$ cat config.mk
export PLATFORM = sky130hd
export DESIGN_NAME = resize_target_dimensions
export DESIGN_NICKNAME = d
export VERILOG_FILES = /design/src/rtl/core/rtd_pkg.sv /design/src/rtl/core/rtd_front.sv /design/src/rtl/core/rtd_div_cell.sv /design/src/rtl/core/rtd_back.sv /design/src/rtl/core/resize_target_dimensions.sv
export SDC_FILE = /design/constraint.sdc
export NUM_CORES = 2
export LEC_CHECK = 0
export BUFFER_PORTS_ARGS = -buffer_cell sky130_fd_sc_hd__buf_2
export CORE_ASPECT_RATIO = 1.4
export CORE_MARGIN = 2
export CORE_UTILIZATION = 53
export CTS_CLUSTER_SIZE = 10
export DETAILED_ROUTE_END_ITERATION = 16
export GPL_TIMING_DRIVEN = 1
export PLACE_DENSITY = 0.74
export RECOVER_POWER = 100
export SLEW_MARGIN = 20
export SYNTH_ARGS = -nofsm -noshare
export SYNTH_HDL_FRONTEND = slang
export SYNTH_SLANG_ARGS = --single-unit
$ cat constraint.sdc
create_clock -name clock -period 7.95 [get_ports clock]
set_input_delay 0 -clock clock [delete_from_list [all_inputs] [get_ports clock]]
set_output_delay 0 -clock clock [all_outputs]
set_load 0.02 [all_outputs]
$ cat src/rtl/core/rtd_pkg.sv
// Shared types, constants and helpers for the resize target dimension block
`default_nettype none

package rtd_pkg;

   localparam int DIM_BITS     = 14;
   localparam int OUT_BITS     = 16;
   localparam int PROD_BITS    = 2 * DIM_BITS;
   localparam int WIDE_BITS    = PROD_BITS + 1;
   localparam int CSR_IDX_BITS = 3;

   typedef logic [DIM_BITS-1:0]     dim_type;
   typedef logic [PROD_BITS-1:0]    prod_type;
   typedef logic [WIDE_BITS-1:0]    wide_type;
   typedef logic [OUT_BITS-1:0]     out_type;
   typedef logic [CSR_IDX_BITS-1:0] csr_idx_type;

   typedef enum logic [CSR_IDX_BITS-1:0] {
      CSR_USER_WIDTH  = 3'd0,
      CSR_USER_HEIGHT = 3'd1,
      CSR_MIN_SIDE    = 3'd2,
      CSR_MAX_SIDE    = 3'd3,
      CSR_CROP_ENABLE = 3'd4
   } csr_reg_type;

   typedef struct packed {
      dim_type user_width;
      dim_type user_height;
      dim_type min_side;
      dim_type max_side;
      logic    crop_enable;
   } cfg_type;

   typedef struct packed {
      logic    need_div;
      logic    div_is_width;
      dim_type fix_w;
      dim_type fix_h;
   } side_type;

   typedef struct packed {
      dim_type  rem;
      prod_type work;
      dim_type  den;
      side_type side;
   } cell_type;

   // floor at 1, saturate at the all-ones output code
   function automatic out_type finish_side(wide_type v);
      logic over;
      over = 1'b0;
      for (int i = OUT_BITS; i < WIDE_BITS; i++) begin
         over = over | v[i];
      end
      if (v == '0) begin
         return out_type'(1);
      end else if (over) begin
         return '1;
      end else begin
         return out_type'(v);
      end
   endfunction

endpackage

`default_nettype wire

$ cat src/rtl/core/rtd_front.sv
// Front stages: clamp the source, crop products, mode select, scale product
`default_nettype none

module rtd_front
   import rtd_pkg::*;
(
   input  logic     clock,
   input  logic     reset,
   input  cfg_type  cfg,
   input  logic     in_valid,
   output logic     in_ready,
   input  dim_type  in_sw,
   input  dim_type  in_sh,
   output logic     out_valid,
   input  logic     out_ready,
   output cell_type out_data
);

   logic     s1_valid_ff;
   dim_type  s1_sw_ff, s1_sh_ff;
   prod_type s1_p1_ff, s1_p2_ff;
   dim_type  s1_sw_in, s1_sh_in;
   prod_type s1_p1_in, s1_p2_in;

   logic     s2_valid_ff;
   dim_type  s2_a_ff, s2_b_ff, s2_den_ff;
   side_type s2_side_ff;
   dim_type  s2_a_in, s2_b_in, s2_den_in;
   side_type s2_side_in;

   logic     s3_valid_ff;
   cell_type s3_data_ff;
   cell_type s3_data_in;

   logic s1_ready, s2_ready, s3_ready;
   logic land;

   assign s3_ready  = !s3_valid_ff || out_ready;
   assign s2_ready  = !s2_valid_ff || s3_ready;
   assign s1_ready  = !s1_valid_ff || s2_ready;
   assign in_ready  = s1_ready;
   assign out_valid = s3_valid_ff;
   assign out_data  = s3_data_ff;

   always_comb begin
      s1_sw_in = (in_sw == '0) ? dim_type'(1) : in_sw;
      s1_sh_in = (in_sh == '0) ? dim_type'(1) : in_sh;
      s1_p1_in = prod_type'(s1_sh_in) * prod_type'(cfg.user_width);
      s1_p2_in = prod_type'(cfg.user_height) * prod_type'(s1_sw_in);
   end

   assign land = s1_sw_ff > s1_sh_ff;

   always_comb begin
      s2_side_in.need_div     = 1'b0;
      s2_side_in.div_is_width = 1'b0;
      s2_side_in.fix_w        = s1_sw_ff;
      s2_side_in.fix_h        = s1_sh_ff;
      s2_b_in                 = '0;
      priority if (cfg.user_width == '0 && cfg.user_height == '0) begin
         priority if (cfg.min_side != '0 && cfg.max_side == '0) begin
            s2_side_in.need_div     = 1'b1;
            s2_side_in.div_is_width = land;
            s2_b_in                 = cfg.min_side;
         end else if (cfg.min_side == '0 && cfg.max_side != '0) begin
            s2_side_in.need_div     = 1'b1;
            s2_side_in.div_is_width = !land;
            s2_b_in                 = cfg.max_side;
         end else if (cfg.min_side != '0 && cfg.max_side != '0) begin
            s2_side_in.fix_w = land ? cfg.max_side : cfg.min_side;
            s2_side_in.fix_h = land ? cfg.min_side : cfg.max_side;
         end else begin
            s2_side_in.need_div = 1'b0;
         end
      end else if (cfg.user_height == '0) begin
         s2_side_in.need_div = 1'b1;
         s2_b_in             = cfg.user_width;
      end else if (cfg.user_width == '0) begin
         s2_side_in.need_div     = 1'b1;
         s2_side_in.div_is_width = 1'b1;
         s2_b_in                 = cfg.user_height;
      end else if (!cfg.crop_enable) begin
         s2_side_in.fix_w = cfg.user_width;
         s2_side_in.fix_h = cfg.user_height;
      end else if (s1_p1_ff < s1_p2_ff) begin
         s2_side_in.need_div     = 1'b1;
         s2_side_in.div_is_width = 1'b1;
         s2_b_in                 = cfg.user_height;
      end else begin
         s2_side_in.need_div = 1'b1;
         s2_b_in             = cfg.user_width;
      end
      if (s2_side_in.need_div) begin
         if (s2_side_in.div_is_width) begin
            s2_side_in.fix_h = s2_b_in;
         end else begin
            s2_side_in.fix_w = s2_b_in;
         end
      end
      if (!s2_side_in.need_div) begin
         s2_a_in   = '0;
         s2_den_in = dim_type'(1);
      end else if (s2_side_in.div_is_width) begin
         s2_a_in   = s1_sw_ff;
         s2_den_in = s1_sh_ff;
      end else begin
         s2_a_in   = s1_sh_ff;
         s2_den_in = s1_sw_ff;
      end
   end

   always_comb begin
      s3_data_in.rem  = '0;
      s3_data_in.work = prod_type'(s2_a_ff) * prod_type'(s2_b_ff);
      s3_data_in.den  = s2_den_ff;
      s3_data_in.side = s2_side_ff;
   end

   always_ff @(posedge clock) begin
      if (reset) begin
         s1_valid_ff <= 1'b0;
         s2_valid_ff <= 1'b0;
         s3_valid_ff <= 1'b0;
      end else begin
         if (s1_ready) s1_valid_ff <= in_valid;
         if (s2_ready) s2_valid_ff <= s1_valid_ff;
         if (s3_ready) s3_valid_ff <= s2_valid_ff;
      end
   end

   always_ff @(posedge clock) begin
      if (s1_ready && in_valid) begin
         s1_sw_ff <= s1_sw_in;
         s1_sh_ff <= s1_sh_in;
         s1_p1_ff <= s1_p1_in;
         s1_p2_ff <= s1_p2_in;
      end
      if (s2_ready && s1_valid_ff) begin
         s2_a_ff    <= s2_a_in;
         s2_b_ff    <= s2_b_in;
         s2_den_ff  <= s2_den_in;
         s2_side_ff <= s2_side_in;
      end
      if (s3_ready && s2_valid_ff) begin
         s3_data_ff <= s3_data_in;
      end
   end

endmodule

`default_nettype wire

$ cat src/rtl/core/rtd_div_cell.sv
// One restoring division cell: one quotient bit per cell
`default_nettype none

module rtd_div_cell
   import rtd_pkg::*;
(
   input  logic     clock,
   input  logic     reset,
   input  logic     in_valid,
   output logic     in_ready,
   input  cell_type in_data,
   output logic     out_valid,
   input  logic     out_ready,
   output cell_type out_data
);

   logic                valid_ff;
   cell_type            data_ff;
   cell_type            data_in;
   logic [DIM_BITS:0]   shifted;
   logic [DIM_BITS:0]   den_ext;
   logic                ge;

   assign in_ready  = !valid_ff || out_ready;
   assign out_valid = valid_ff;
   assign out_data  = data_ff;

   always_comb begin
      shifted = {in_data.rem, in_data.work[PROD_BITS-1]};
      den_ext = {1'b0, in_data.den};
      ge      = shifted >= den_ext;
      data_in      = in_data;
      data_in.rem  = ge ? DIM_BITS'(shifted - den_ext) : DIM_BITS'(shifted);
      data_in.work = {in_data.work[PROD_BITS-2:0], ge};
   end

   always_ff @(posedge clock) begin
      if (reset) begin
         valid_ff <= 1'b0;
      end else if (in_ready) begin
         valid_ff <= in_valid;
      end
   end

   always_ff @(posedge clock) begin
      if (in_ready && in_valid) begin
         data_ff <= data_in;
      end
   end

endmodule

`default_nettype wire

$ cat src/rtl/core/rtd_back.sv
// Rounding, floor and saturation, and the result register
`default_nettype none

module rtd_back
   import rtd_pkg::*;
(
   input  logic     clock,
   input  logic     reset,
   input  logic     in_valid,
   output logic     in_ready,
   input  cell_type in_data,
   output logic     rsp_valid,
   input  logic     rsp_stall,
   output out_type  rsp_target_width,
   output out_type  rsp_target_height
);

   logic    rsp_valid_ff;
   out_type tw_ff, th_ff;
   out_type tw_in, th_in;
   logic    round_up;
   wide_type rounded;
   out_type scaled, fw, fh;

   assign in_ready          = !rsp_valid_ff || !rsp_stall;
   assign rsp_valid         = rsp_valid_ff;
   assign rsp_target_width  = tw_ff;
   assign rsp_target_height = th_ff;

   always_comb begin
      round_up = {in_data.rem, 1'b0} >= {1'b0, in_data.den};
      rounded  = {1'b0, in_data.work} + wide_type'(round_up);
      scaled   = finish_side(rounded);
      fw       = finish_side(wide_type'(in_data.side.fix_w));
      fh       = finish_side(wide_type'(in_data.side.fix_h));
      tw_in    = (in_data.side.need_div && in_data.side.div_is_width) ? scaled : fw;
      th_in    = (in_data.side.need_div && !in_data.side.div_is_width) ? scaled : fh;
   end

   always_ff @(posedge clock) begin
      if (reset) begin
         rsp_valid_ff <= 1'b0;
      end else if (in_ready) begin
         rsp_valid_ff <= in_valid;
      end
   end

   always_ff @(posedge clock) begin
      if (in_ready && in_valid) begin
         tw_ff <= tw_in;
         th_ff <= th_in;
      end
   end

endmodule

`default_nettype wire

$ cat src/rtl/core/resize_target_dimensions.sv
// Top level: scaler output size from source frame size and configuration
//
//   channel | direction | handshake             | payload
//   req     | in        | req_valid, req_stall  | req_source_width, req_source_height
//   rsp     | out       | rsp_valid, rsp_stall  | rsp_target_width, rsp_target_height
//   csr     | in        | csr_valid, csr_ready  | csr_index, csr_data
//
// One item per cycle sustained while rsp_stall is low; each item passes the front stages,
// the row of restoring division cells, one quotient bit per cell, and the result register.
// Every stage holds an item and moves on when the next stage is empty or moving,
// so bubbles close up and items enter while a result waits under rsp_stall.
// Reset clears all valid bits and the configuration registers; csr_ready is always high.
`default_nettype none

module resize_target_dimensions
   import rtd_pkg::*;
(
   input  logic        clock,
   input  logic        reset,
   input  logic        req_valid,
   output logic        req_stall,
   input  dim_type     req_source_width,
   input  dim_type     req_source_height,
   output logic        rsp_valid,
   input  logic        rsp_stall,
   output out_type     rsp_target_width,
   output out_type     rsp_target_height,
   input  logic        csr_valid,
   output logic        csr_ready,
   input  csr_idx_type csr_index,
   input  dim_type     csr_data
);

   cfg_type  cfg_ff;
   logic     front_ready;
   logic     chain_valid [PROD_BITS+1];
   logic     chain_ready [PROD_BITS+1];
   cell_type chain_data  [PROD_BITS+1];

   assign csr_ready = 1'b1;
   assign req_stall = !front_ready;

   always_ff @(posedge clock) begin
      if (reset) begin
         cfg_ff <= '0;
      end else if (csr_valid && csr_ready) begin
         unique case (csr_index)
            CSR_USER_WIDTH:  cfg_ff.user_width  <= csr_data;
            CSR_USER_HEIGHT: cfg_ff.user_height <= csr_data;
            CSR_MIN_SIDE:    cfg_ff.min_side    <= csr_data;
            CSR_MAX_SIDE:    cfg_ff.max_side    <= csr_data;
            CSR_CROP_ENABLE: cfg_ff.crop_enable <= csr_data[0];
            default: ;
         endcase
      end
   end

   rtd_front u_front (
      .clock     (clock),
      .reset     (reset),
      .cfg       (cfg_ff),
      .in_valid  (req_valid),
      .in_ready  (front_ready),
      .in_sw     (req_source_width),
      .in_sh     (req_source_height),
      .out_valid (chain_valid[0]),
      .out_ready (chain_ready[0]),
      .out_data  (chain_data[0])
   );

   for (genvar g = 0; g < PROD_BITS; g++) begin : g_cell
      rtd_div_cell u_cell (
         .clock     (clock),
         .reset     (reset),
         .in_valid  (chain_valid[g]),
         .in_ready  (chain_ready[g]),
         .in_data   (chain_data[g]),
         .out_valid (chain_valid[g+1]),
         .out_ready (chain_ready[g+1]),
         .out_data  (chain_data[g+1])
      );
   end

   rtd_back u_back (
      .clock             (clock),
      .reset             (reset),
      .in_valid          (chain_valid[PROD_BITS]),
      .in_ready          (chain_ready[PROD_BITS]),
      .in_data           (chain_data[PROD_BITS]),
      .rsp_valid         (rsp_valid),
      .rsp_stall         (rsp_stall),
      .rsp_target_width  (rsp_target_width),
      .rsp_target_height (rsp_target_height)
   );

endmodule

`default_nettype wire
==> out/metrics.csv <==
metric,value,unit
status,finished with violations,
violations,"capacitance limit, slew limit",
cpMaxStageDelayCell,or4_1,
clockBufferDepth,4,
synthAdderAreaFrac,13.9,%
slew_viol_final,3001,
path_clk_slew,60,ps
maxCapViolCount,70,
cp_max_fo,19,
ys_ff_latch,2757,
synth_top_family_by_area,adder cells,
grt_start_max_net_pins,86,
area_growth,10.4,%
core_area,242000,um^2
die_h,587,um
place.gp.congestion,0.964,
pre_cts_slack,1090,ps
start_util,53.2,%
relSlewSlack,-215,%
period_needed,7090,ps
cts_setup_buffers,0,
seq_area_frac_synth,63.5,%
nNetsFinal,10800,
synth_area_leader_cell,edfxtp_1,
cts_buffers,322,
wl_met2,161000,um
cp-end-kind,flop,
tns,0,ps
grt_pass1_vias,78400,
ys.flop_type,edfxtp_1,
die-area,247000,um^2
power_frac_comb,14.4,%
firstDrtPassIters,8,
ant_nets,0,
p_sw_share,24.9,%
cts_resized,0,
fin_worst_skew,76.8,ps
setup_viol,0,
yosysWarnings,0,
wl_per_cell,22.1,um
worstPathArrival,7680,ps
crit_chain,"and2_0, fa_1, inv_1, fa_1, inv_1, fa_1, inv_1, fa_1, inv_1, fa_1, inv_1, fa_1, inv_1, ha_1, a21oi_1, o21bai_1, or4_1, a31oi_1, o21ai_0, a311o_1, a31o_2, a21o_1, xnor2_1",
drc,0,
p_clk_share,37.9,%
cts_tree,yes,
syn_inst,9239,
critical_path_class,reg -> reg,
cp.required,8540,ps
crit_path_start_kind,flop,
clock_sinks,2757,
timing.fmax,141,MHz
wl_met1,94100,um
synth_commonest_cells,"2668 x edfxtp_1, 1066 x inv_1, 780 x nand2_1, 715 x ha_1, 450 x fa_1",
rsz0062_at_grt,no,
ys_top_cells_by_area,"edfxtp_1 62%, fa_1 7.0%, ha_1 6.9%",
synth_nets,10500,
synth.avg_cell_area,13.9,um^2
synthMuxAreaShare,1.89,%
ir_worst_vdd,277,uV
num_rows,214,
yosysMostFrequentCell,edfxtp_1,
power.internal,25.7,mW
synth_top_area_share,62.2,%
drive_gt1_share,5.62,%
hpwl,198000,um
wl_met3,11100,um
timing.final.ws_setup,860,ps
grt_pass1_wl,441000,um
root_buffer,clkbuf_16,
place_inst,12400,
p_leak,54.8,nW
grt_use_total,23.2,%
h-tree-depth,5,
yosys.area_share.xor_xnor,2.32,%
worst_pin_slew,4720,ps
cts_hold_buffers,80,
total_power,34.2,mW
slowest_delay,540,ps
p_per_area,240,nW/um^2
die-width,421,um
holdCritPathClass,in -> reg,
drtIter0Drc,4702,
synth_compound_area_share,6.97,%
seq_power_share,47.8,%
numPortBuffers,83,
vias,72400,
synthSimpleGateAreaFrac,7.43,%
syn_area,129000,um^2
stdcell_count,12900,
final_hold_viol_count,0,
fillers,18300,
ys_async_sr_fraction,0,%
grt_overflow,0,
clock_latency,880,ps
vias_per_cell,5.62,
synth.distinct_cells,85,
fin_crit_sh,89.2,%
synth_edf_count,2668,
drt_wl_total,285000,um
highest_layer,met4,
antenna_found_initial,6,
io_pins,85,
p_switching,8.50,mW
-- metrics by stage --
stage                     util, %  area (um^2)  hold WS, ps
after floorplan                 -       129000          118
after CTS                    59.0       143000       0.0733
after detailed placement     55.0       133000          268
after global routing         58.7       142000         33.6
after global placement       55.0       133000          267
final                        58.7       142000         34.3
-- worst paths after layout --
path                            slack, ps                            end  cells past startpoint                          start
worst max-delay path                  860           u_front.s1_p2_ff[27]                     23                     cfg_ff[35]
worst min-delay path                   30                     cfg_ff[12]                      4                   csr_data[11]
worst max register to register        860           u_front.s1_p2_ff[27]                     23                     cfg_ff[35]
worst min register to register        360  g_cell[9].u_cell.out_data[51]                      0  g_cell[8].u_cell.out_data[50]
-- cell type report --
class                      instances  area, um^2  share of cell area (%)
antenna                            4        10.0                 0.00703
clock buffer                     372        8470                    5.95
clock inverter                    24         292                   0.205
inverter                        1066        4000                    2.81
multi-input combinational       5166       42000                    29.5
sequential                      2757       81900                    57.5
tap                             3240        4050                    2.85
timing repair buffer             260        1630                    1.15
-- critical path: cells and delay by family (launching register included) --
kind            cells  cell delay, ps
compound gates      7            1800
fa+ha+maj           7            3280
buf+inv             6             300
xor+xnor            1             120
flops               1             530
simple gates        2             810
-- flip-flops by register name (all words and copies together) (netlist names), 16 cells and up --
signal / count
u_back.rsp_target_width: 16
g_cell.u_cell.out_data: 2408
g_cell.u_cell.out_valid: 28
u_back.rsp_target_height: 16
u_front.s1_p2_ff: 28
u_front.s1_p1_ff: 28
u_front.s2_side_ff: 30
u_front.out_data: 72
cfg_ff: 57
-- cell usage in the layout, fill, tap and decap left out, types with 20 or more instances in the layout --
cell type         n
ha_1            715
xor2_1          134
a211oi_1         35
a21oi_1         383
o41ai_1          27
inv_1          1066
nand3_1          57
nor2_1          365
nor2b_1          83
o31ai_1          51
o21ai_0         417
or3_1            46
a21o_1          168
and2_0           36
nand2b_1         68
mux2i_1         123
mux2_2           87
xnor2_1         207
nor4_1           36
edfxtp_1       2668
mux2_1           20
nor3_1           96
buf_2            22
clkbuf_16       331
dfxtp_1          89
o31a_1           29
o21bai_1         40
nand4_1         116
a221oi_1         71
a21boi_0         32
fa_1            450
and3_1           25
and2_1          255
clkbuf_1        158
dlygate4sd3_1    80
o21a_1           65
buf_4            32
nand2_1         781
-- power by group through the flow --
stage               Sequential (mW)  Clock [mW]  Combinational [mW]
floorplan                      16.5           0                3.59
CTS                            16.3        13.2                4.90
detailed placement             16.6           0                4.78
global placement               16.6           0                4.68
finish                         16.3        12.9                4.91
global route                   16.3        13.7                5.51
-- per-layer routing --
layer	global-route usage [%]	up-vias
met5	0	-
met4	13.4	0
met3	2.89	860
met2	45.4	2051
met1	22.9	36100
li1	-	33400
-- cells by family after synthesis --
logic type / count (synthesis)
other: 1
xor gates and xnor gates: 341
and+or+nand+nor: 2008
muxes: 230
buffers and inverters: 1316
AOI/OAI and AO/OA: 1421
adders and majority gates: 1165
DFF: 2757
(Power assumes the default switching activity.)
